$ cat src/rtl/core/sha512_pkg.sv
// ----------------------------------------------------------------------------
// SHA-512 / SHA-384 package
// Round constants, initial values, shared types and helper functions.
// ----------------------------------------------------------------------------
`default_nettype none

package sha512_pkg;

    localparam int WordW   = 64;
    localparam int Rounds  = 80;
    localparam int BlkWords = 16;
    localparam logic [7:0] PadByte = 8'h80;
    localparam int LengthLimitWords = 112 / 8;

    typedef logic [WordW-1:0] word_t;

    // queue entry between front and back: one word for the block buffer
    typedef struct packed {
        word_t word;
        logic  last_of_msg;   // final length word of a message: emit digest after it
    } fe_entry_t;

    typedef enum logic [1:0] {
        BK_IDLE,
        BK_ROUND,
        BK_ADD,
        BK_OUT
    } bk_state_t;

    typedef enum logic [1:0] {
        FE_TAKE,
        FE_PAD,
        FE_LEN
    } fe_state_t;

    localparam logic [0:0] RegDigestMode = 1'b0;
    localparam logic [1:0] AddrDigestMode = 2'({RegDigestMode, 2'b00});

    function automatic word_t rotr(input word_t x, input int n);
        rotr = (x >> n) | (x << (WordW - n));
    endfunction

    function automatic word_t round_k(input logic [6:0] i);
        word_t r;
        r = '0;
        case (i)
            7'd0: r = 64'h428a2f98d728ae22;  7'd1: r = 64'h7137449123ef65cd;
            7'd2: r = 64'hb5c0fbcfec4d3b2f;  7'd3: r = 64'he9b5dba58189dbbc;
            7'd4: r = 64'h3956c25bf348b538;  7'd5: r = 64'h59f111f1b605d019;
            7'd6: r = 64'h923f82a4af194f9b;  7'd7: r = 64'hab1c5ed5da6d8118;
            7'd8: r = 64'hd807aa98a3030242;  7'd9: r = 64'h12835b0145706fbe;
            7'd10: r = 64'h243185be4ee4b28c; 7'd11: r = 64'h550c7dc3d5ffb4e2;
            7'd12: r = 64'h72be5d74f27b896f; 7'd13: r = 64'h80deb1fe3b1696b1;
            7'd14: r = 64'h9bdc06a725c71235; 7'd15: r = 64'hc19bf174cf692694;
            7'd16: r = 64'he49b69c19ef14ad2; 7'd17: r = 64'hefbe4786384f25e3;
            7'd18: r = 64'h0fc19dc68b8cd5b5; 7'd19: r = 64'h240ca1cc77ac9c65;
            7'd20: r = 64'h2de92c6f592b0275; 7'd21: r = 64'h4a7484aa6ea6e483;
            7'd22: r = 64'h5cb0a9dcbd41fbd4; 7'd23: r = 64'h76f988da831153b5;
            7'd24: r = 64'h983e5152ee66dfab; 7'd25: r = 64'ha831c66d2db43210;
            7'd26: r = 64'hb00327c898fb213f; 7'd27: r = 64'hbf597fc7beef0ee4;
            7'd28: r = 64'hc6e00bf33da88fc2; 7'd29: r = 64'hd5a79147930aa725;
            7'd30: r = 64'h06ca6351e003826f; 7'd31: r = 64'h142929670a0e6e70;
            7'd32: r = 64'h27b70a8546d22ffc; 7'd33: r = 64'h2e1b21385c26c926;
            7'd34: r = 64'h4d2c6dfc5ac42aed; 7'd35: r = 64'h53380d139d95b3df;
            7'd36: r = 64'h650a73548baf63de; 7'd37: r = 64'h766a0abb3c77b2a8;
            7'd38: r = 64'h81c2c92e47edaee6; 7'd39: r = 64'h92722c851482353b;
            7'd40: r = 64'ha2bfe8a14cf10364; 7'd41: r = 64'ha81a664bbc423001;
            7'd42: r = 64'hc24b8b70d0f89791; 7'd43: r = 64'hc76c51a30654be30;
            7'd44: r = 64'hd192e819d6ef5218; 7'd45: r = 64'hd69906245565a910;
            7'd46: r = 64'hf40e35855771202a; 7'd47: r = 64'h106aa07032bbd1b8;
            7'd48: r = 64'h19a4c116b8d2d0c8; 7'd49: r = 64'h1e376c085141ab53;
            7'd50: r = 64'h2748774cdf8eeb99; 7'd51: r = 64'h34b0bcb5e19b48a8;
            7'd52: r = 64'h391c0cb3c5c95a63; 7'd53: r = 64'h4ed8aa4ae3418acb;
            7'd54: r = 64'h5b9cca4f7763e373; 7'd55: r = 64'h682e6ff3d6b2b8a3;
            7'd56: r = 64'h748f82ee5defb2fc; 7'd57: r = 64'h78a5636f43172f60;
            7'd58: r = 64'h84c87814a1f0ab72; 7'd59: r = 64'h8cc702081a6439ec;
            7'd60: r = 64'h90befffa23631e28; 7'd61: r = 64'ha4506cebde82bde9;
            7'd62: r = 64'hbef9a3f7b2c67915; 7'd63: r = 64'hc67178f2e372532b;
            7'd64: r = 64'hca273eceea26619c; 7'd65: r = 64'hd186b8c721c0c207;
            7'd66: r = 64'heada7dd6cde0eb1e; 7'd67: r = 64'hf57d4f7fee6ed178;
            7'd68: r = 64'h06f067aa72176fba; 7'd69: r = 64'h0a637dc5a2c898a6;
            7'd70: r = 64'h113f9804bef90dae; 7'd71: r = 64'h1b710b35131c471b;
            7'd72: r = 64'h28db77f523047d84; 7'd73: r = 64'h32caab7b40c72493;
            7'd74: r = 64'h3c9ebe0a15c9bebc; 7'd75: r = 64'h431d67c49c100d4c;
            7'd76: r = 64'h4cc5d4becb3e42b6; 7'd77: r = 64'h597f299cfc657e2a;
            7'd78: r = 64'h5fcb6fab3ad6faec; 7'd79: r = 64'h6c44198c4a475817;
            default: r = '0;
        endcase
        round_k = r;
    endfunction

    function automatic word_t init_value(input logic mode, input logic [2:0] i);
        word_t r;
        r = '0;
        if (!mode) begin
            case (i)
                3'd0: r = 64'h6a09e667f3bcc908; 3'd1: r = 64'hbb67ae8584caa73b;
                3'd2: r = 64'h3c6ef372fe94f82b; 3'd3: r = 64'ha54ff53a5f1d36f1;
                3'd4: r = 64'h510e527fade682d1; 3'd5: r = 64'h9b05688c2b3e6c1f;
                3'd6: r = 64'h1f83d9abfb41bd6b; default: r = 64'h5be0cd19137e2179;
            endcase
        end else begin
            case (i)
                3'd0: r = 64'hcbbb9d5dc1059ed8; 3'd1: r = 64'h629a292a367cd507;
                3'd2: r = 64'h9159015a3070dd17; 3'd3: r = 64'h152fecd8f70e5939;
                3'd4: r = 64'h67332667ffc00b31; 3'd5: r = 64'h8eb44a8768581511;
                3'd6: r = 64'hdb0c2e0d64f98fa7; default: r = 64'h47b5481dbefa4fa4;
            endcase
        end
        init_value = r;
    endfunction

endpackage

`default_nettype wire

$ cat src/rtl/core/sha512_queue.sv
// ----------------------------------------------------------------------------
// SHA-512 word queue
// Short FIFO of block words between the front end and the compression engine.
// ----------------------------------------------------------------------------
`default_nettype none

module sha512_queue
    import sha512_pkg::*;
(
    input  wire logic      clk,
    input  wire logic      rst_n,
    input  wire logic      flush,
    input  wire logic      wr,
    input  wire fe_entry_t wdata,
    output logic           q_full,
    input  wire logic      rd,
    output fe_entry_t      rdata,
    output logic           q_empty
);

    fe_entry_t  mem_reg [4];
    logic [1:0] wp_reg, rp_reg;
    logic [2:0] cnt_reg;

    assign q_full  = (cnt_reg == 3'd4);
    assign q_empty = (cnt_reg == 3'd0);
    assign rdata   = mem_reg[rp_reg];

    always_ff @(posedge clk)
    begin
        if (wr && !q_full)
            mem_reg[wp_reg] <= wdata;
    end

    always_ff @(posedge clk or negedge rst_n)
    begin
        if (!rst_n) begin
            wp_reg  <= '0;
            rp_reg  <= '0;
            cnt_reg <= '0;
        end else if (flush) begin
            wp_reg  <= '0;
            rp_reg  <= '0;
            cnt_reg <= '0;
        end else begin
            if (wr && !q_full)
                wp_reg <= wp_reg + 2'd1;
            if (rd && !q_empty)
                rp_reg <= rp_reg + 2'd1;
            cnt_reg <= cnt_reg + 3'(wr && !q_full) - 3'(rd && !q_empty);
        end
    end

endmodule

`default_nettype wire

$ cat config.mk
export PLATFORM = sky130hd
export DESIGN_NAME = sha512_queue
export DESIGN_NICKNAME = d
export VERILOG_FILES = /design/src/rtl/core/sha512_pkg.sv /design/src/rtl/core/sha512_queue.sv
export SDC_FILE = /design/constraint.sdc
export NUM_CORES = 1
export LEC_CHECK = 0
export ABC_AREA = 1
export BUFFER_PORTS_ARGS = -buffer_cell sky130_fd_sc_hd__buf_2
export CAP_MARGIN = 20
export CORE_MARGIN = 5
export CORE_UTILIZATION = 51
export CTS_CLUSTER_DIAMETER = 150
export DETAILED_ROUTE_END_ITERATION = 10
export PLACE_DENSITY_LB_ADDON = 0.1
export SLEW_MARGIN = 20
export SYNTH_ARGS = -nofsm -noshare
export SYNTH_HDL_FRONTEND = slang
export SYNTH_SLANG_ARGS = --single-unit
$ cat constraint.sdc
create_clock -name clk -period 4.4 [get_ports clk]
set_clock_uncertainty 0.2 [all_clocks]
set_input_delay 0.22 -clock clk [delete_from_list [all_inputs] [get_ports clk]]
set_output_delay 0.22 -clock clk [all_outputs]
set_load 0.05 [all_outputs]
==> results.cfg, run 1 <==
[worst_setup_path]
worst_r2r_startpoint = cnt_reg[1]
worstSetupStartpointType = register
cp-end-kind = output pin
critPathKind = register to output pin
reg2reg_depth = 5
r2r-end = mem_reg[1][59]
required_ns = 3.98
worstPathArrival_ns = 2.97
rrSetupSlack_ns = 1.81
cp_max_fo = 131

[global_routing]
grt_max_degree = 132
antenna_found_initial = 2
grt_usage = 0.189
grt_overflow = 0
grt_pass1_vias = 6554
grt_pass1_wl_um = 33600

[placement]
dpl-instance-area_mm2 = 0.0110
hpwl_um = 11700
placed_cells = 1058
dp_slack_ns = 1.58
port_buffers = 136
gp_congestion = 0.743

[clocking]
cts_buffer_depth = 3
path_clk_slew_ns = 0.06
cts_tree = done
insertion_delay_ns = 0.51
cts.sinks = 267
postCtsSetupBuffers = 0
h-tree-depth = 1
cts-root-buf = clkbuf_16
cts_made_buffers = 28

[die]
rows = 51
die_w_um = 151
die_y_um = 151
ioPinCount = 137
floorplan.initialDensity = 0.521
core_mm2 = 0.0195
dieArea_mm2 = 0.0229

[final_layout]
layout.nets = 970
fin_cells = 1176
fin_area_mm2 = 0.0125
utilization = 0.642
drive_gt1_frac = 0.208
largest_reg_flops = 260
area_growth_pct = 23.3

[drt]
drtPass1Iterations = 4
via_per_inst = 5.30
wire_per_inst_um = 18.2
vias = 6232
drt_iter0_drc = 483
ant_nets = 0
drt_wl_total_um = 21400
route.detailed.drc = 0

[timing]
rsz0062_at_grt = no
finalSetupTns_ns = 0
setup_slack_ns = 1.01
drv_slew = 0
fin_crit_ns = 3.39
holdWs_ns = 0.231
hold_viol = 0
setup_viol = 0
max_freq_mhz = 295
tightest_slew_ns = 0.934
relSlewSlack = 0.377
period_share = 0.771

[pwr]
power.total_mw = 8.13
max-vdd-ir-drop_v = 0.000488
power_density_mw_per_mm2 = 648
leakagePower_nw = 4.49

[worst_hold_path]
min_path_cells = 3
hp-class = input pin to register
hold_path_startpoint = flush
holdPathEnd = cnt_reg[0]

[logic_synthesis]
synth_warnings = 0
synth-async-reset-ratio = 0.0262
syn_avg_cell_area_um2 = 14.7
yosysMostFrequentCell = edfxtp_1
syn_area_mm2 = 0.0102
synthCells = 692
ys_seq_elements = 267
synth_top_area_share = 0.767
ys.flop_type = edfxtp_1
ys_types = 23
synth_edf_count = 260
ys_seq_area_frac = 0.785
synth.largest_area_cell = edfxtp_1
synth_area_leaders = edfxtp_1, nor2_1, o21ai_0, o22ai_1, dfrtp_1
netlist_top_cells_count = edfxtp_1, nor2_1, o21ai_0
synth_fp_nets = 769

[job]
drv_cap = 0

[status]
status = finished clean
[area by class of cell]
cell class	count	area [um2]
timing repair buffer	214	1480
inverter	19	76.3
clock buffer	33	741
antenna	1	2.50
sequential	267	7990
multi-input combinational	363	1810
tap	265	332
clock inverter	14	118
fill	1451	6990
[logic make-up (layout without fill, tap and decap cells)]
family | after synthesis | in the layout | synth area share
fa+ha+maj | 7 | 7 | 0.00935
flops | 267 | 267 | 0.785
buf+inv | 62 | 280 | 0.0408
compound gates | 196 | 196 | 0.104
simple gates | 160 | 160 | 0.0608
other cells | 0 | 1 | 0
[worst max-delay path by stage]
stage,startpoint,endpoint,slack [ns],depth (start not counted)
after floorplan,cnt_reg[1],mem_reg[0][0],0.28,4
after global placement,rp_reg[0],rdata[40],1.67,4
after detailed placement,rp_reg[0],rdata[2],1.58,4
after CTS,rp_reg[0],rdata[2],0.98,4
after global routing,rp_reg[0],rdata[2],0.81,4
final,rp_reg[0],rdata[2],1.01,4
[cell usage in the layout (no fill, tap or decap), types with 3 or more instances in the layout]
cell	Yosys	final
buf_4	4	5
ha_1	6	6
buf_12	1	3
nor2_4	0	4
nand2_1	10	10
o21ai_1	28	28
buf_2	11	136
clkbuf_16	0	29
dlygate4sd3_1	0	70
clkinv_1	1	7
inv_1	16	16
o22ai_1	65	65
edfxtp_1	260	260
clkbuf_1	5	4
clkinv_2	0	4
dfrtp_1	7	5
o21ai_0	102	102
nor2_1	140	136
nand3_1	6	6
nand4_1	4	4
[layer usage]
metal  share of wire  vias up  track usage  wire length (um)
met5         0.00061        -            0                13
met4           0.018        2       0.0512               377
met3           0.065       32       0.0347              1400
met2            0.50      187        0.337             10800
met1            0.41     3017        0.237              8820
li1                -     2994            -                 -
[critical path, cell delays in order, from the launching register on]
cell	delay, ns
dfrtp_4	0.75
inv_6	0.79
o21ai_0	0.22
o22ai_1	0.29
buf_2	0.33
[power breakdown]
group | switching, mW | leakage, nW | total (mW) | internal, mW
clock network | 0.873 | 0.416 | 2.18 | 1.30
registers | 0.127 | 2.47 | 3.23 | 3.10
logic | 2.13 | 1.60 | 2.72 | 0.593
total | 3.13 | 4.49 | 8.13 | 5.00
[what timing repair did]
action	4_1_cts	5_1_grt
hold buffers	70	0
gates resized for setup	0	0
hold endpoints to repair	274	0
Power figures use the tool's default switching activity.
==> run 2, diff against run 1 <==
==> constraint.sdc (replaced) <==
create_clock -name clk -period 3 [get_ports clk]
set_clock_uncertainty 0.2 [all_clocks]
set_input_delay 0.15 -clock clk [delete_from_list [all_inputs] [get_ports clk]]
set_output_delay 0.15 -clock clk [all_outputs]
set_load 0.05 [all_outputs]
==> run 2 against run 1 <==
Effect of this change: clock power rose by 52%; global-route usage up 0.11 points; final area is 0.76% higher; non-clock buffer count up 10; clock-buffer cell count grew 7; combinational power up 52%; critical path type unchanged.
==> results.cfg, run 2 (same netlist as run 1, synthesis figures left out) <==
[pwr]
power_density_mw_per_mm2 = 958
leakagePower_nw = 4.55
max-vdd-ir-drop_v = 0.000633

[die]
floorplan.initialDensity = 0.521
rows = 51
core_mm2 = 0.0195
die_y_um = 151
die_w_um = 151
dieArea_mm2 = 0.0229
ioPinCount = 137

[final_layout]
area_growth_pct = 24.2
final_common_cell = edfxtp_1
utilization = 0.647
fin_area_mm2 = 0.0126
layout.nets = 980
drive_gt1_frac = 0.213
n_antenna_cell = 0
largest_reg_flops = 260
mostFrequentLayoutCells = edfxtp_1, nor2_1, buf_2

[global_routing]
antenna_found_initial = 0
met2_usage = 0.330
grt_most_used_layer = met2
grt_pass1_vias = 6462
grt_pass1_wl_um = 33900
grtUsageMet1 = 0.248
use_met3 = 0.0359
grt_max_degree = 134
grt_usage = 0.190
grt_overflow = 0

[placement]
dpl-instance-area_mm2 = 0.0110
port_buffers = 136
gp_congestion = 0.716
dp_slack_ns = 0.716
hpwl_um = 11900

[worst_setup_path]
required_ns = 2.65
rrSetupSlack_ns = 0.71
worstSetupStartpointType = register
cp-end-kind = output pin
worstPathArrival_ns = 2.34
slowest_stage = dfrtp_4
slowest_delay_ns = 0.51
reg2reg_depth = 11
crit_chain = inv_6, buf_4, o21ai_0, o22ai_1, buf_2
critPathKind = register to output pin
critPathTopFamily = buffers and inverters
path_buf_inv = 3
worst_r2r_startpoint = cnt_reg[1]
cp_max_fo = 62
r2r-end = cnt_reg[2]

[drt]
drtPass1Iterations = 4
drt_iter0_drc = 324
ant_nets = 0
route.detailed.drc = 0
drt_wl_total_um = 21300
wire_per_inst_um = 18.0
via_per_inst = 5.36
vias = 6370

[clocking]
path_clk_slew_ns = 0.06
insertion_delay_ns = 0.52
cts-root-buf = clkbuf_16
postCtsSetupBuffers = 0
h-tree-depth = 1
cts_buffer_depth = 3
cts.sinks = 267
cts_tree = done
cts_made_buffers = 28

[timing]
period_share = 0.896
relSlewSlack = 0.480
fin_crit_ns = 2.69
max_freq_mhz = 372
rsz0062_at_grt = no
setup_viol = 0
setup_slack_ns = 0.313
drv_slew = 0
hold_viol = 0
tightest_slew_ns = 0.780

[worst_hold_path]
hp-class = input pin to register
min_path_cells = 3
holdPathEnd = cnt_reg[0]
hold_path_startpoint = flush

[status]
status = finished clean

[job]
drv_cap = 0
-- run 2: cell count changes in the layout (fill, tap and decap cells not counted), sizes merged --
cell	before	now
clkinv	11	6
inv	18	19
bufinv	2	3
clkinvlp	2	1
clkbuf	33	40
buf	144	154
diode	1	0
-- run 2: layer usage --
layer	up-vias	wire, um
met2	155	10800
met4	0	348
met5	-	0
met3	35	1260
li1	3017	-
met1	3163	8970
-- run 2: worst max-delay path by stage --
stage,start,to,slack (ns),cells after the start
after floorplan,cnt_reg[1],mem_reg[0][0],-0.08,4
after global placement,cnt_reg[1],cnt_reg[2],0.80,11
after detailed placement,cnt_reg[1],cnt_reg[2],0.72,11
after CTS,rp_reg[0],rdata[7],0.26,5
after global routing,rp_reg[0],rdata[38],0.16,5
final,rp_reg[0],rdata[33],0.31,5
-- run 2: stage by stage --
stage | total power, mW | hold slack, ns | TNS (ns) | instances
floorplan | 7.91 | -0.346 | -19.61 | 692
global placement | 8.78 | -0.203 | 0 | 1068
detailed placement | 8.84 | -0.198 | 0 | 1068
CTS | 12.2 | 0.133 | 0 | 1188
global route | 12.7 | 0.165 | 0 | 1188
finish | 12.1 | 0.166 | 0 | 1188
-- run 2: repair_timing --
item                                    4_1_cts  5_1_grt
hold buffers                                 70        0
endpoints found under the hold margin       274        0
endpoints found under the setup margin        0        0
resized for setup                             0        0
-- run 2: report_power, final --
group / switching, mW / leakage (nW) / internal, mW
Sequential: 0.102 / 2.47 / 4.55
Combinational: 3.22 / 1.65 / 0.916
Clock: 1.29 / 0.428 / 2.02
Total: 4.61 / 4.55 / 7.49
-- run 2: worst min-delay path, stage by stage --
cell and delay, ns:
dlygate4sd3_1 0.52, buf_2 0.14, nor2_1 0.05
-- run 2: area by class of cell --
class                      count  area, um2
sequential                   267       7990
fill                        1474       6890
multi-input combinational    363       1810
timing repair buffer         224       1540
clock buffer                  40        767
tap                          265        332
clock inverter                10        126
inverter                      19       76.3
==> run 3, diff against run 2 <==
--- a/config.mk
+++ b/config.mk
@@ -9,7 +9,8 @@
 export BUFFER_PORTS_ARGS = -buffer_cell sky130_fd_sc_hd__buf_2
 export CAP_MARGIN = 20
 export CORE_MARGIN = 5
-export CORE_UTILIZATION = 51
+export CORE_UTILIZATION = 54
+export CTS_BUF_LIST = sky130_fd_sc_hd__clkbuf_8
 export CTS_CLUSTER_DIAMETER = 150
 export DETAILED_ROUTE_END_ITERATION = 10
 export PLACE_DENSITY_LB_ADDON = 0.1
==> run 3 against run 2 <==
Effect of this change: non-clock buffer count decreased by 4; via count up 1.1%; flip-flop and latch count stayed put; worst hold slack hardly changed; combinational power is essentially flat; clock power shrank 22%; global-route usage is 1.2 points higher; critical endpoint is now rdata[55]; die area is 5.2% lower; sequential share of layout area increased by 1.2 points; highest routed layer unchanged; setup slack better by 0.0056 ns; clock-buffer cell count grew 3; total power is 5.8% lower.
==> results.cfg, run 3 (same netlist as run 1, synthesis figures left out) <==
[worst_setup_path]
rrSetupSlack_ns = 0.53
worstPathArrival_ns = 2.33
worstSetupStartpointType = register
critPathKind = register to output pin
r2r-end = cnt_reg[2]
worst_r2r_startpoint = cnt_reg[1]
reg2reg_depth = 10
cp_max_fo = 62
cp-end-kind = output pin
required_ns = 2.65

[pwr]
power_density_mw_per_mm2 = 919
leakagePower_nw = 4.53
max-vdd-ir-drop_v = 0.000679

[final_layout]
drive_gt1_frac = 0.216
mostFrequentLayoutCells = edfxtp_1, nor2_1, buf_2
area_growth_pct = 21.9
layout.nets = 991
n_antenna_cell = 0
largest_reg_flops = 260
final_common_cell = edfxtp_1

[drt]
drtPass1Iterations = 4
drt_iter0_drc = 304
drt_wl_total_um = 22100
wire_per_inst_um = 18.8
vias = 6440
route.detailed.drc = 0
via_per_inst = 5.49
ant_nets = 0

[die]
dieArea_mm2 = 0.0217
ioPinCount = 137
die_y_um = 147
rows = 50
core_mm2 = 0.0186
die_w_um = 147
floorplan.initialDensity = 0.546

[timing]
holdWs_ns = 0.166
relSlewSlack = 0.628
fin_crit_ns = 2.68
setup_viol = 0
max_freq_mhz = 373
hold_viol = 0
drv_slew = 0
tightest_slew_ns = 0.557
period_share = 0.894
rsz0062_at_grt = no
finalSetupTns_ns = 0

[clocking]
cts_made_buffers = 43
cts_resized = 0
cts.sinks = 267
cts_tree = done
path_clk_slew_ns = 0.06
postCtsSetupBuffers = 0
cts-root-buf = clkbuf_8
cts_hold_buf = 70
cts_buffer_depth = 3
h-tree-depth = 2
insertion_delay_ns = 0.51

[global_routing]
grt_usage = 0.202
grt_overflow = 0
grt_max_degree = 134
antenna_found_initial = 0
grt_pass1_wl_um = 34700
grt_pass1_vias = 6853

[job]
drv_cap = 0

[placement]
gp_congestion = 0.778
port_buffers = 136
hpwl_um = 11800

[worst_hold_path]
hp-class = input pin to register
hold_path_startpoint = wdata[61]
min_path_cells = 2
holdPathEnd = mem_reg[2][61]

[status]
status = finished clean
run 3: worst max-delay path, stage by stage, from the launching register on:
cell and delay [ns]:
dfrtp_4 0.51, inv_6 0.36, buf_4 0.38, nor2_1 0.07
o22ai_1 0.20, buf_2 0.29
run 3: worst max path at each step:
stage / start / slack (ns) / endpoint / cells after the start
2_1_floorplan: cnt_reg[1] / -0.08 / mem_reg[0][0] / 4
3_3_place_gp: cnt_reg[1] / 0.63 / cnt_reg[2] / 10
3_5_place_dp: cnt_reg[1] / 0.55 / cnt_reg[2] / 10
4_1_cts: rp_reg[0] / 0.26 / rdata[49] / 5
5_1_grt: rp_reg[0] / 0.16 / rdata[54] / 5
6_report: rp_reg[0] / 0.32 / rdata[55] / 5
run 3: metal layers:
metal | share of wire | global-route usage
met3 | 0.058 | 0.0484
met1 | 0.40 | 0.245
met2 | 0.51 | 0.352
met4 | 0.025 | 0.0750
met5 | 0 | 0
run 3: per-stage QoR:
| stage | util | instance area [um2] | total power [mW] | setup slack [ns] | std cells |
|---|---|---|---|---|---|
| 4_1_cts | 0.665 | 12400 | 11.5 | 0.259 | 1174 |
| 6_report | 0.665 | 12400 | 11.4 | 0.319 | 1174 |
| 2_1_floorplan | - | 10200 | 7.91 | -0.0754 | 692 |
| 3_5_place_dp | 0.590 | 11000 | 8.85 | 0.546 | 1033 |
| 5_1_grt | 0.665 | 12400 | 12.0 | 0.157 | 1174 |
| 3_3_place_gp | 0.590 | 11000 | 8.74 | 0.629 | 1033 |
run 3: layout make-up:
class	count	area (um2)
clock buffer	43	592
clock inverter	28	110
fill	1383	6240
inverter	19	76.3
multi-input combinational	363	1810
sequential	267	7990
tap	234	293
timing repair buffer	220	1540
run 3: where the power goes:
group	total, mW	switching [mW]	internal [mW]
registers	4.66	0.107	4.56
logic	4.15	3.24	0.911
clock network	2.59	1.27	1.32
total	11.4	4.61	6.78
