### config.mk
export PLATFORM = sky130hd
export DESIGN_NAME = sha512_front
export DESIGN_NICKNAME = d
export VERILOG_FILES = /design/src/rtl/core/sha512_pkg.sv /design/src/rtl/core/sha512_front.sv
export SDC_FILE = /design/constraint.sdc
export NUM_CORES = 1
export LEC_CHECK = 0
export BUFFER_PORTS_ARGS = -buffer_cell sky130_fd_sc_hd__clkbuf_2
export CORE_ASPECT_RATIO = 1.4
export CORE_UTILIZATION = 55
export CTS_CLUSTER_SIZE = 16
export DETAILED_ROUTE_END_ITERATION = 7
export PLACE_DENSITY = 0.84
export SKIP_LAST_GASP = 1
export SLEW_MARGIN = 20
export SYNTH_ARGS = -nofsm -noshare
export SYNTH_HDL_FRONTEND = slang
export SYNTH_SLANG_ARGS = --single-unit
export TNS_END_PERCENT = 5
### constraint.sdc
create_clock -name clk -period 5.8 [get_ports clk]
set_input_delay 1.74 -clock clk [delete_from_list [all_inputs] [get_ports clk]]
set_output_delay 1.74 -clock clk [all_outputs]
set_load 0.01 [all_outputs]
### src/rtl/core/sha512_pkg.sv
// ----------------------------------------------------------------------------
// SHA-512 / SHA-384 package
// Round constants, initial values, shared types and helper functions.
// ----------------------------------------------------------------------------
`default_nettype none

package sha512_pkg;

    localparam int WordW   = 64;
    localparam int Rounds  = 80;
    localparam int BlkWords = 16;
    localparam logic [7:0] PadByte = 8'h80;
    localparam int LengthLimitWords = 112 / 8;

    typedef logic [WordW-1:0] word_t;

    // queue entry between front and back: one word for the block buffer
    typedef struct packed {
        word_t word;
        logic  last_of_msg;   // final length word of a message: emit digest after it
    } fe_entry_t;

    typedef enum logic [1:0] {
        BK_IDLE,
        BK_ROUND,
        BK_ADD,
        BK_OUT
    } bk_state_t;

    typedef enum logic [1:0] {
        FE_TAKE,
        FE_PAD,
        FE_LEN
    } fe_state_t;

    localparam logic [0:0] RegDigestMode = 1'b0;
    localparam logic [1:0] AddrDigestMode = 2'({RegDigestMode, 2'b00});

    function automatic word_t rotr(input word_t x, input int n);
        rotr = (x >> n) | (x << (WordW - n));
    endfunction

    function automatic word_t round_k(input logic [6:0] i);
        word_t r;
        r = '0;
        case (i)
            7'd0: r = 64'h428a2f98d728ae22;  7'd1: r = 64'h7137449123ef65cd;
            7'd2: r = 64'hb5c0fbcfec4d3b2f;  7'd3: r = 64'he9b5dba58189dbbc;
            7'd4: r = 64'h3956c25bf348b538;  7'd5: r = 64'h59f111f1b605d019;
            7'd6: r = 64'h923f82a4af194f9b;  7'd7: r = 64'hab1c5ed5da6d8118;
            7'd8: r = 64'hd807aa98a3030242;  7'd9: r = 64'h12835b0145706fbe;
            7'd10: r = 64'h243185be4ee4b28c; 7'd11: r = 64'h550c7dc3d5ffb4e2;
            7'd12: r = 64'h72be5d74f27b896f; 7'd13: r = 64'h80deb1fe3b1696b1;
            7'd14: r = 64'h9bdc06a725c71235; 7'd15: r = 64'hc19bf174cf692694;
            7'd16: r = 64'he49b69c19ef14ad2; 7'd17: r = 64'hefbe4786384f25e3;
            7'd18: r = 64'h0fc19dc68b8cd5b5; 7'd19: r = 64'h240ca1cc77ac9c65;
            7'd20: r = 64'h2de92c6f592b0275; 7'd21: r = 64'h4a7484aa6ea6e483;
            7'd22: r = 64'h5cb0a9dcbd41fbd4; 7'd23: r = 64'h76f988da831153b5;
            7'd24: r = 64'h983e5152ee66dfab; 7'd25: r = 64'ha831c66d2db43210;
            7'd26: r = 64'hb00327c898fb213f; 7'd27: r = 64'hbf597fc7beef0ee4;
            7'd28: r = 64'hc6e00bf33da88fc2; 7'd29: r = 64'hd5a79147930aa725;
            7'd30: r = 64'h06ca6351e003826f; 7'd31: r = 64'h142929670a0e6e70;
            7'd32: r = 64'h27b70a8546d22ffc; 7'd33: r = 64'h2e1b21385c26c926;
            7'd34: r = 64'h4d2c6dfc5ac42aed; 7'd35: r = 64'h53380d139d95b3df;
            7'd36: r = 64'h650a73548baf63de; 7'd37: r = 64'h766a0abb3c77b2a8;
            7'd38: r = 64'h81c2c92e47edaee6; 7'd39: r = 64'h92722c851482353b;
            7'd40: r = 64'ha2bfe8a14cf10364; 7'd41: r = 64'ha81a664bbc423001;
            7'd42: r = 64'hc24b8b70d0f89791; 7'd43: r = 64'hc76c51a30654be30;
            7'd44: r = 64'hd192e819d6ef5218; 7'd45: r = 64'hd69906245565a910;
            7'd46: r = 64'hf40e35855771202a; 7'd47: r = 64'h106aa07032bbd1b8;
            7'd48: r = 64'h19a4c116b8d2d0c8; 7'd49: r = 64'h1e376c085141ab53;
            7'd50: r = 64'h2748774cdf8eeb99; 7'd51: r = 64'h34b0bcb5e19b48a8;
            7'd52: r = 64'h391c0cb3c5c95a63; 7'd53: r = 64'h4ed8aa4ae3418acb;
            7'd54: r = 64'h5b9cca4f7763e373; 7'd55: r = 64'h682e6ff3d6b2b8a3;
            7'd56: r = 64'h748f82ee5defb2fc; 7'd57: r = 64'h78a5636f43172f60;
            7'd58: r = 64'h84c87814a1f0ab72; 7'd59: r = 64'h8cc702081a6439ec;
            7'd60: r = 64'h90befffa23631e28; 7'd61: r = 64'ha4506cebde82bde9;
            7'd62: r = 64'hbef9a3f7b2c67915; 7'd63: r = 64'hc67178f2e372532b;
            7'd64: r = 64'hca273eceea26619c; 7'd65: r = 64'hd186b8c721c0c207;
            7'd66: r = 64'heada7dd6cde0eb1e; 7'd67: r = 64'hf57d4f7fee6ed178;
            7'd68: r = 64'h06f067aa72176fba; 7'd69: r = 64'h0a637dc5a2c898a6;
            7'd70: r = 64'h113f9804bef90dae; 7'd71: r = 64'h1b710b35131c471b;
            7'd72: r = 64'h28db77f523047d84; 7'd73: r = 64'h32caab7b40c72493;
            7'd74: r = 64'h3c9ebe0a15c9bebc; 7'd75: r = 64'h431d67c49c100d4c;
            7'd76: r = 64'h4cc5d4becb3e42b6; 7'd77: r = 64'h597f299cfc657e2a;
            7'd78: r = 64'h5fcb6fab3ad6faec; 7'd79: r = 64'h6c44198c4a475817;
            default: r = '0;
        endcase
        round_k = r;
    endfunction

    function automatic word_t init_value(input logic mode, input logic [2:0] i);
        word_t r;
        r = '0;
        if (!mode) begin
            case (i)
                3'd0: r = 64'h6a09e667f3bcc908; 3'd1: r = 64'hbb67ae8584caa73b;
                3'd2: r = 64'h3c6ef372fe94f82b; 3'd3: r = 64'ha54ff53a5f1d36f1;
                3'd4: r = 64'h510e527fade682d1; 3'd5: r = 64'h9b05688c2b3e6c1f;
                3'd6: r = 64'h1f83d9abfb41bd6b; default: r = 64'h5be0cd19137e2179;
            endcase
        end else begin
            case (i)
                3'd0: r = 64'hcbbb9d5dc1059ed8; 3'd1: r = 64'h629a292a367cd507;
                3'd2: r = 64'h9159015a3070dd17; 3'd3: r = 64'h152fecd8f70e5939;
                3'd4: r = 64'h67332667ffc00b31; 3'd5: r = 64'h8eb44a8768581511;
                3'd6: r = 64'hdb0c2e0d64f98fa7; default: r = 64'h47b5481dbefa4fa4;
            endcase
        end
        init_value = r;
    endfunction

endpackage

`default_nettype wire

### src/rtl/core/sha512_front.sv
// ----------------------------------------------------------------------------
// SHA-512 front end
// Accepts message words, counts bits, applies padding and the length word,
// and pushes block words into the queue toward the compression engine.
// ----------------------------------------------------------------------------
`default_nettype none

module sha512_front
    import sha512_pkg::*;
(
    input  wire logic      clk,
    input  wire logic      rst_n,
    input  wire logic      restart,
    input  wire logic      push,
    output logic           full,
    input  wire word_t     message_word,
    input  wire logic [3:0] valid_bytes,
    input  wire logic      final_word,
    output logic           q_push,
    output fe_entry_t      q_data,
    input  wire logic      q_full
);

    fe_state_t   state_reg, state_next;
    word_t       bits_reg, bits_next;
    logic [3:0]  slot_reg, slot_next;
    logic        pad_two_reg, pad_two_next;  // full final word: pad byte still owed
    logic        len_hi_reg, len_hi_next;    // set after the upper zero half: next length word is the bit count

    logic [3:0]  vb;
    word_t       keep;
    word_t       pad_word;
    logic        accept;

    always_comb
    begin
        vb = (valid_bytes > 4'd8) ? 4'd8 : valid_bytes;
        keep = (vb == 4'd0) ? '0 : ~(word_t'('1) >> {vb[2:0], 3'b000});
        if (vb == 4'd8)
            keep = '1;
        pad_word = (message_word & keep) | (word_t'(PadByte) << (7'd56 - {vb[2:0], 3'b000}));
    end

    // hold off input during the restart cycle after a mode write
    assign full   = (state_reg != FE_TAKE) || q_full || restart;
    assign accept = push && !full;

    always_comb
    begin
        state_next   = state_reg;
        bits_next    = bits_reg;
        slot_next    = slot_reg;
        pad_two_next = pad_two_reg;
        len_hi_next  = len_hi_reg;
        q_push       = 1'b0;
        q_data       = '{word: '0, last_of_msg: 1'b0};
        unique case (state_reg)
            FE_TAKE:
            begin
                if (accept) begin
                    q_push    = 1'b1;
                    slot_next = slot_reg + 4'd1;
                    if (!final_word) begin
                        q_data.word = message_word;
                        bits_next   = bits_reg + 64'd64;
                    end else begin
                        bits_next = bits_reg + {57'd0, vb, 3'b000};
                        if (vb == 4'd8) begin
                            q_data.word  = message_word;
                            pad_two_next = 1'b1;
                        end else begin
                            q_data.word  = pad_word;
                            pad_two_next = 1'b0;
                        end
                        len_hi_next = 1'b0;
                        state_next  = FE_PAD;
                    end
                end
            end
            FE_PAD:
            begin
                // emit pad byte word, then zero fill up to the length field
                if (!q_full) begin
                    if (pad_two_reg) begin
                        q_push       = 1'b1;
                        q_data.word  = {PadByte, 56'd0};
                        pad_two_next = 1'b0;
                        slot_next    = slot_reg + 4'd1;
                    end else if (slot_reg != 4'(LengthLimitWords)) begin
                        q_push    = 1'b1;
                        slot_next = slot_reg + 4'd1;
                    end else begin
                        state_next = FE_LEN;
                    end
                end
            end
            FE_LEN:
            begin
                if (!q_full) begin
                    q_push    = 1'b1;
                    slot_next = slot_reg + 4'd1;
                    if (!len_hi_reg) begin
                        len_hi_next = 1'b1;
                    end else begin
                        q_data.word        = bits_reg;
                        q_data.last_of_msg = 1'b1;
                        bits_next          = '0;
                        state_next         = FE_TAKE;
                    end
                end
            end
            default: state_next = FE_TAKE;
        endcase
    end

    always_ff @(posedge clk or negedge rst_n)
    begin
        if (!rst_n) begin
            state_reg   <= FE_TAKE;
            bits_reg    <= '0;
            slot_reg    <= '0;
            pad_two_reg <= 1'b0;
            len_hi_reg  <= 1'b0;
        end else if (restart) begin
            state_reg   <= FE_TAKE;
            bits_reg    <= '0;
            slot_reg    <= '0;
            pad_two_reg <= 1'b0;
            len_hi_reg  <= 1'b0;
        end else begin
            state_reg   <= state_next;
            bits_reg    <= bits_next;
            slot_reg    <= slot_next;
            pad_two_reg <= pad_two_next;
            len_hi_reg  <= len_hi_next;
        end
    end

endmodule

`default_nettype wire

==> run metrics, run 1 <==
Yosys cell types 69; worst-path maximum fanout 11; pin count of the biggest net entering global routing 56; Slew HR 29.8%; first-pass GRT wire length 25.5 mm; diode count 0; core area 0.00898 sq mm; unrepaired setup endpoints after global routing no; Longest Clk Path Bufs 2; Final HPWL DP 11.2 mm; synth warn 0; max reg flops 61; Final Core Density 67.7%; power per cell area 197 mW/mm^2; FMAX 182 MHz; Post-synth top flop dfrtp_1; per-cell routed wire length 19.4 microns; slowest CP cell nor2_1; # nets final 796; cells after synthesis 596; routability congestion estimate 0.934; max-cap viol count 0; Crit path required time 4.06 ns; Async SR Flop Fraction 100%; Synth Register Bits 69; CP Launch Type input pin; Synth top area share 34.1%; worst slack, placed 0.380 ns; DRT Wirelength 16.1 mm; maximum VDD drop 0.142 mV; CTS H-tree lvls 3; Die X-Extent 83.0 microns; Num CTS Buffers 9; PnR worst setup slack 0.294 ns; vias per cell 6.92; Clock Tree Root clkbuf_16; CP Class in -> out; final hold slack 0.542 ns; GRT overflow 0; Mapped Area 0.00506 sq mm; IO Port Bufs 140; outcome finished, final reports clean; Hold Vio Cnt, Final 0; dpl cells 810; # DRC 0; TritonCTS clock tree done; final slew viol count 0; Via Count 5713; Post-synth EDFFs 0; fin crit share 94.9%; vias in the first global route 5279; Total Routing Usage GR 33.2%; Final ANT Viol Nets 0; clock-pin slew on the worst setup and hold paths 0.06 ns; DR pass1 iterations 5; Seq/Total Area, Yosys 34.1%; most frequent cells in the layout clkbuf_2 (139), dfrtp_1 (69), a21oi_1 (57); hold buffers post-CTS 0; Hold Crit Class reg -> reg; initial detailed-routing violation count 437; layout cells sized above 1 25.3%; Initial Util 56.3%; CP peak stage delay 0.90 ns; leading area contributor after synthesis dfrtp_1; setup TNS 0 ns; Synth Net Count 678; Die ar. 0.00959 sq mm; CP endpoint kind primary output; CP Cell Sequence clkbuf_2 > nor2_1 > nand3_1 > nor2_1 > o21ai_0 > nand2_1 > clkbuf_2; CTS resizes 0; mean post-synth cell area 8.49 sq um; setup bufs post-CTS 0; ranking of synthesized cells by area dfrtp_1 (34%), a22o_1 (8.8%), a21oi_1 (5.6%), o31ai_1 (4.8%), or4_1 (4.8%); clock skew 0.00579 ns; cell family with most CP delay simple AND/OR/NAND/NOR gates; row count 41; fin cells 826; Leak Pwr 2.53 nW; CTS sink count 69; Final setup viols 0; Worst-Margin Slew 1.05 ns; antenna violations before repair 0; Clock Latency Late Sink 0.34 ns; crit path DAT 3.77 ns; most common cell after layout, fill and taps aside clkbuf_2; crit path buf inv count 2; P&R area growth vs syn 20.2%; min cycle time layout 5.51 ns; I/O pin count 141; die height 115 microns
worst min-delay path, cell delays in order (launching register included):
cell and delay [ns]:
dfrtp_1 0.37, nand2_1 0.06, o21ai_0 0.07
cells in the mapped netlist, types with 4 or more instances:
| library cell | instances |
|---|---|
| dfrtp_1 | 69 |
| a21oi_1 | 57 |
| a22o_1 | 51 |
| nand2_1 | 43 |
| nor2_1 | 38 |
| o31ai_1 | 32 |
| or4_1 | 32 |
| clkbuf_1 | 30 |
| nand3_1 | 25 |
| o21ai_0 | 25 |
| nand4_1 | 20 |
| inv_1 | 13 |
| nor4_1 | 13 |
| or3_1 | 13 |
| and3_1 | 10 |
| xnor2_1 | 9 |
| nor3_1 | 8 |
| ha_1 | 7 |
| a211oi_1 | 6 |
| and2_1 | 6 |
| nor2b_1 | 6 |
| nand2b_1 | 5 |
| a22oi_1 | 4 |
| and4_2 | 4 |
| clkbuf_8 | 4 |
| o2111ai_1 | 4 |
per-stage QoR:
step	instance area (sq um)	power [W]
global route	6080	0.00123
floorplan	5060	0.000564
global placement	5760	0.000622
CTS	6070	0.00120
finish	6080	0.00120
detailed placement	5760	0.000626
per-layer routing:
layer	global-route usage, %	vias to the layer above	part of all wire, %
met5	0	-	0
met4	16.9	0	3.9
met3	6.05	63	7.8
met2	58.6	330	50
met1	38.9	2738	38
li1	-	2582	-
report_power, final:
part	switching [W]	internal (W)	leakage [nW]
Combinational	0.0000787	0.0000497	1.41
Clock	0.000212	0.000366	0.158
Sequential	0.00000659	0.000486	0.961
logic make-up after synthesis:
kind of cell    Yosys count  synth area share (%)
simple gates            242                  27.1
fa+ha+maj                 8                  2.13
compound gates          210                  29.1
flops                    69                  34.1
xor+xnor                 12                  2.08
mux                       3                 0.619
buf+inv                  52                  4.85
path summary, 6_finish.rpt:
| check | start | to | slack [ns] | cells past startpoint |
|---|---|---|---|---|
| max | q_full | q_data[40] | 0.29 | 7 |
| min | bits_reg[5] | bits_reg[5] | 0.54 | 2 |
| max reg2reg | bits_reg[3] | bits_reg[43] | 2.92 | 8 |
| min reg2reg | bits_reg[5] | bits_reg[5] | 0.54 | 2 |
| max in group asynchronous | rst_n | bits_reg[42] | 3.42 | 2 |
| min in group asynchronous | rst_n | slot_reg[0] | 1.33 | 1 |
layout make-up:
class,instances,area (sq um)
tap,107,134
clock inverter,4,45.0
sequential,69,1730
inverter,13,48.8
fill,724,2900
timing repair buffer,146,758
multi-input combinational,475,3100
clock buffer,12,267
No activity file was read; power rests on OpenSTA's default activity.
==> run 2, diff against run 1 <==
--- a/config.mk
+++ b/config.mk
@@ -10,7 +10,7 @@
 export CORE_UTILIZATION = 55
 export CTS_CLUSTER_SIZE = 16
 export DETAILED_ROUTE_END_ITERATION = 7
-export PLACE_DENSITY = 0.84
+export PLACE_DENSITY = 0.87
 export SKIP_LAST_GASP = 1
 export SLEW_MARGIN = 20
 export SYNTH_ARGS = -nofsm -noshare
==> run 2 against run 1 <==
Combinational power is essentially flat. Clock power down 18%. Power decreased by 8.6%. First-iteration DRC count is 8.0% higher. Critical path type unchanged. Largest cell class unchanged.
==> run metrics, run 2 (synthesized netlist as in run 1, its figures left out) <==
outcome finished, final reports clean (unchanged); Num CTS Buffers 9 (unchanged); row count 41 (unchanged); Final Core Density 66.8% (was 67.7%); crit path buf inv count 2 (unchanged); # nets final 797 (was 796); Slew HR 37.5% (was 29.8%); unrepaired setup endpoints after global routing no (unchanged); Total Routing Usage GR 33.0% (was 33.2%); Die X-Extent 83.0 microns (unchanged); CP Launch Type input pin (unchanged); maximum VDD drop 0.194 mV (was 0.142 mV); GRT overflow 0 (unchanged); DRT Wirelength 15.9 mm (was 16.1 mm); most common cell after layout, fill and taps aside clkbuf_2 (unchanged); Via Count 5655 (was 5713); pin count of the biggest net entering global routing 56 (unchanged); setup bufs post-CTS 0 (unchanged); HP Start bits_reg[3] (was bits_reg[5]); TritonCTS clock tree done (unchanged); routability congestion estimate 0.955 (was 0.934); Initial Util 56.3% (unchanged); vias per cell 6.87 (was 6.92); clock-pin slew on the worst setup and hold paths 0.05 ns (was 0.06 ns); max reg flops 61 (unchanged); per-cell routed wire length 19.3 microns (was 19.4 microns); fin crit share 93.5% (was 94.9%); worst-path maximum fanout 11 (unchanged); IO Port Bufs 140 (unchanged); Final HPWL DP 11.5 mm (was 11.2 mm); layout cells sized above 1 24.6% (was 25.3%); Crit path required time 4.06 ns (about the same); Reg-to-Reg End bits_reg[29] (was bits_reg[43]); reg-to-reg slack, setup 2.91 ns (was 2.92 ns); max-cap viol count 0 (unchanged); FMAX 184 MHz (was 182 MHz); DR pass1 iterations 5 (unchanged); CTS sink count 69 (unchanged); Hold Path Sink bits_reg[3] (was bits_reg[5]); CP Cell Sequence clkbuf_2 > nor2_1 > nand3_1 > nor2_1 > o41a_1 > a32o_1 > clkbuf_2 (was clkbuf_2 > nor2_1 > nand3_1 > nor2_1 > o21ai_0 > nand2_1 > clkbuf_2); I/O pin count 141 (unchanged); final std cell area, no fill 0.00600 sq mm (was 0.00608 sq mm); CTS resizes 0 (unchanged); Register-to-Register Path Depth 8 (unchanged); CTS H-tree lvls 3 (unchanged); Post-DP Area 0.00575 sq mm (was 0.00576 sq mm); worst r2r src bits_reg[3] (unchanged); slowest CP cell o41a_1 (was nor2_1); most frequent cells in the layout clkbuf_2 (139), dfrtp_1 (69), a21oi_1 (57) (unchanged); Clock Tree Root clkbuf_16 (unchanged); P&R area growth vs syn 18.6% (was 20.2%); clock skew 0.00635 ns (was 0.00579 ns); # DRC 0 (unchanged); power per cell area 183 mW/mm^2 (was 197 mW/mm^2); Hold Vio Cnt, Final 0 (unchanged); CP endpoint kind primary output (unchanged); diode count 0 (unchanged); Final ANT Viol Nets 0 (unchanged); Die ar. 0.00959 sq mm (unchanged); Final setup viols 0 (unchanged); final slew viol count 0 (unchanged); cell family with most CP delay simple AND/OR/NAND/NOR gates (unchanged); Hold Crit Class reg -> reg (unchanged); min cycle time layout 5.43 ns (was 5.51 ns); Hold Path Stages 1 (was 2); CP peak stage delay 0.54 ns (was 0.90 ns); setup TNS 0 ns (unchanged); core area 0.00898 sq mm (unchanged); antenna violations before repair 0 (unchanged); initial detailed-routing violation count 472 (was 437); die height 115 microns (unchanged); Clock Latency Late Sink 0.34 ns (about the same); Worst-Margin Slew 0.929 ns (was 1.05 ns); vias in the first global route 5327 (was 5279); Longest Clk Path Bufs 2 (unchanged); first-pass GRT wire length 25.7 mm (was 25.5 mm); CP Class in -> out (unchanged); Leak Pwr 2.49 nW (was 2.53 nW); crit path DAT 3.69 ns (was 3.77 ns); hold buffers post-CTS 0 (unchanged)
run 2: how the worst max path moves through the flow:
| stage | from | end | cells past startpoint |
|---|---|---|---|
| after floorplan | q_full | q_data[30] | 6 |
| after global placement | q_full | q_data[30] | 7 |
| after detailed placement | q_full | q_data[30] | 7 |
| after CTS | q_full | q_data[30] | 7 |
| after global routing | q_full | q_data[40] | 7 |
| final | q_full | q_data[30] | 7 |
run 2: layer usage:
| metal | track usage [%] | part of all wire [%] | up-vias |
|---|---|---|---|
| li1 | - | - | 2588 |
| met1 | 39.2 | 39 | 2738 |
| met2 | 56.4 | 51 | 277 |
| met3 | 5.98 | 6.9 | 52 |
| met4 | 19.4 | 3.7 | 0 |
| met5 | 0 | 0 | - |
run 2: area by class of cell:
class | count | area (sq um)
Fill cell | 731 | 2980
Clock buffer | 12 | 236
Tap cell | 107 | 134
Timing Repair Buffer | 147 | 753
Multi-Input combinational cell | 475 | 3100
Sequential cell | 69 | 1730
Inverter | 13 | 48.8
run 2: through the flow:
stage          total power, W  hold slack [ns]  instances  setup slack, ns
2_1_floorplan        0.000564            0.478        596            0.785
3_3_place_gp         0.000622            0.526        811            0.494
3_5_place_dp         0.000626            0.541        811            0.398
4_1_cts               0.00109            0.552        823            0.415
5_1_grt               0.00113            0.572        823            0.162
6_report              0.00110            0.549        823            0.374
run 2: report_power, final:
part,switching (W),internal (W)
logic,0.0000773,0.0000497
clock network,0.000196,0.000280
registers,0.00000690,0.000486
total,0.000280,0.000815
==> run 3, diff against run 2 <==
--- a/config.mk
+++ b/config.mk
@@ -10,6 +10,7 @@
 export CORE_UTILIZATION = 55
 export CTS_CLUSTER_SIZE = 16
 export DETAILED_ROUTE_END_ITERATION = 7
+export GPL_TIMING_DRIVEN = 0
 export PLACE_DENSITY = 0.87
 export SKIP_LAST_GASP = 1
 export SLEW_MARGIN = 20
==> constraint.sdc (replaced) <==
create_clock -name clk -period 5.8 [get_ports clk]
set_input_delay 1.16 -clock clk [delete_from_list [all_inputs] [get_ports clk]]
set_output_delay 1.16 -clock clk [all_outputs]
set_load 0.01 [all_outputs]
==> run 3 against run 2 <==
Hold slack lost 0.022 ns. Cell area increased by 3.1%. Largest power group is now the clock network. Critical path depth up 1. Cell count up 4.4%. Clock power is 8.2% higher. Sequential power about the same. Clock skew rose by 0.0030 ns. Flip-flop and latch count did not move. Combinational power grew 8%.
==> run metrics, run 3 (synthesized netlist as in run 1, its figures left out) <==
unrepaired setup endpoints after global routing no (unchanged); core area 0.00898 sq mm (unchanged); Total Routing Usage GR 38.8% (was 33.0%); Worst-Margin Slew 0.990 ns (was 0.929 ns); worst r2r src bits_reg[6] (was bits_reg[3]); Final HPWL DP 13.6 mm (was 11.5 mm); Post-DP Area 0.00592 sq mm (was 0.00575 sq mm); antenna violations before repair 0 (unchanged); Clock Tree Root clkbuf_16 (unchanged); P&R area growth vs syn 22.3% (was 18.6%); HP Start bits_reg[3] (unchanged); Final setup viols 0 (unchanged); setup bufs post-CTS 0 (unchanged); initial detailed-routing violation count 497 (was 472); Final Core Density 68.9% (was 66.8%); power per cell area 185 mW/mm^2 (was 183 mW/mm^2); routability congestion estimate 0.995 (was 0.955); CP Class in -> out (unchanged); IO Port Bufs 139 (was 140); die height 115 microns (unchanged); pin count of the biggest net entering global routing 52 (was 56); max reg flops 61 (unchanged); CTS sink count 69 (unchanged); row count 41 (unchanged); Hold Vio Cnt, Final 0 (unchanged); vias in the first global route 5609 (was 5327); reg-to-reg slack, setup 2.61 ns (was 2.91 ns); min cycle time layout 4.99 ns (was 5.43 ns); Critical Path Start q_full (unchanged); GRT overflow 0 (unchanged); first-pass GRT wire length 29.1 mm (was 25.7 mm); max-cap viol count 0 (unchanged); dpl cells 843 (was 811); clock skew 0.00937 ns (was 0.00635 ns); CP endpoint kind primary output (unchanged); hold buffers post-CTS 0 (unchanged); layout cells sized above 1 24.1% (was 24.6%); fin crit share 86.0% (was 93.5%); DRT Wirelength 18.5 mm (was 15.9 mm); crit path DAT 3.83 ns (was 3.69 ns); diode count 0 (unchanged); Hold Crit Class reg -> reg (unchanged); Longest Clk Path Bufs 2 (unchanged); Via Count 5925 (was 5655); Slew HR 33.4% (was 37.5%); TritonCTS clock tree done (unchanged); Num CTS Buffers 9 (unchanged); Hold Path Sink bits_reg[3] (unchanged); I/O pin count 141 (unchanged); worst-path maximum fanout 10 (was 11); Crit path required time 4.64 ns (was 4.06 ns); Initial Util 56.3% (unchanged); maximum VDD drop 0.159 mV (was 0.194 mV); Die ar. 0.00959 sq mm (unchanged); fin cells 859 (was 823); Register-to-Register Path Depth 8 (unchanged); per-cell routed wire length 21.5 microns (was 19.3 microns); Leak Pwr 2.57 nW (was 2.49 nW); final std cell area, no fill 0.00619 sq mm (was 0.00600 sq mm); CTS H-tree lvls 3 (unchanged); # nets final 829 (was 797); CTS resizes 0 (unchanged); Clock Latency Late Sink 0.35 ns (was 0.34 ns); Reg-to-Reg End bits_reg[42] (was bits_reg[29]); Hold Path Stages 1 (unchanged); # DRC 0 (unchanged); outcome finished, final reports clean (unchanged); setup TNS 0 ns (unchanged); Die X-Extent 83.0 microns (unchanged); FMAX 200 MHz (was 184 MHz); final slew viol count 0 (unchanged); Filler cells 755 (was 731); DR pass1 iterations 5 (unchanged); most frequent cells in the layout clkbuf_2 (138), dfrtp_1 (69), a21oi_1 (57) (was clkbuf_2 (139), dfrtp_1 (69), a21oi_1 (57)); clock-pin slew on the worst setup and hold paths 0.06 ns (was 0.05 ns); CP Launch Type input pin (unchanged); most common cell after layout, fill and taps aside clkbuf_2 (unchanged); Final ANT Viol Nets 0 (unchanged); vias per cell 6.90 (was 6.87)
## run 3: cell types whose count changed in the layout (fill, tap and decap cells not counted), sizes merged
cell / change
clkinv: +4
buf: -2
clkbuf: +34
## run 3: stage by stage
stage	total power [W]	setup WS, ns	hold WS (ns)
after detailed placement	0.000635	0.840	0.519
after global routing	0.00117	0.703	0.540
after global placement	0.000628	0.860	0.506
after floorplan	0.000564	1.94	0.478
final	0.00114	0.812	0.527
after CTS	0.00114	0.841	0.535
## run 3: layout make-up
class                           count  area (sq um)  share of cell area (%)
Buffer                             39           196                    3.17
Clock buffer                       12           246                    3.98
Clock inverter                      4          23.8                   0.384
Inverter                           13          48.8                   0.789
Multi-Input combinational cell    475          3090                    49.9
Sequential cell                    69          1730                    27.9
Tap cell                          107           134                    2.16
Timing Repair Buffer              140           726                    11.7
## run 3: worst max-delay path by stage
stage            endpoint  slack (ns)  cells past startpoint
2_1_floorplan  q_data[30]        1.94                      6
3_3_place_gp   q_data[30]        0.86                      8
3_5_place_dp   q_data[30]        0.84                      8
4_1_cts        q_data[30]        0.84                      8
5_1_grt        q_data[30]        0.70                      8
6_report       q_data[30]        0.81                      8
## run 3: where the power goes
part,switching [W],internal [W]
Combinational,0.0000825,0.0000543
Clock,0.000215,0.000300
Sequential,0.00000564,0.000486
## run 3: layer usage
layer	wire (microns)	vias up	GRT usage, %
met1	6830	2794	44.7
met5	0	-	0
met3	1510	95	5.98
met2	9080	385	67.2
li1	-	2651	-
met4	1080	0	26.0
## run 3: worst max-delay path, stage by stage
cell and delay, ns:
clkbuf_2 0.09, clkbuf_1 0.20, nor2_1 0.21, nand3_1 0.38, nor2_1 0.80, o41a_1 0.61
a32o_1 0.24, clkbuf_2 0.13
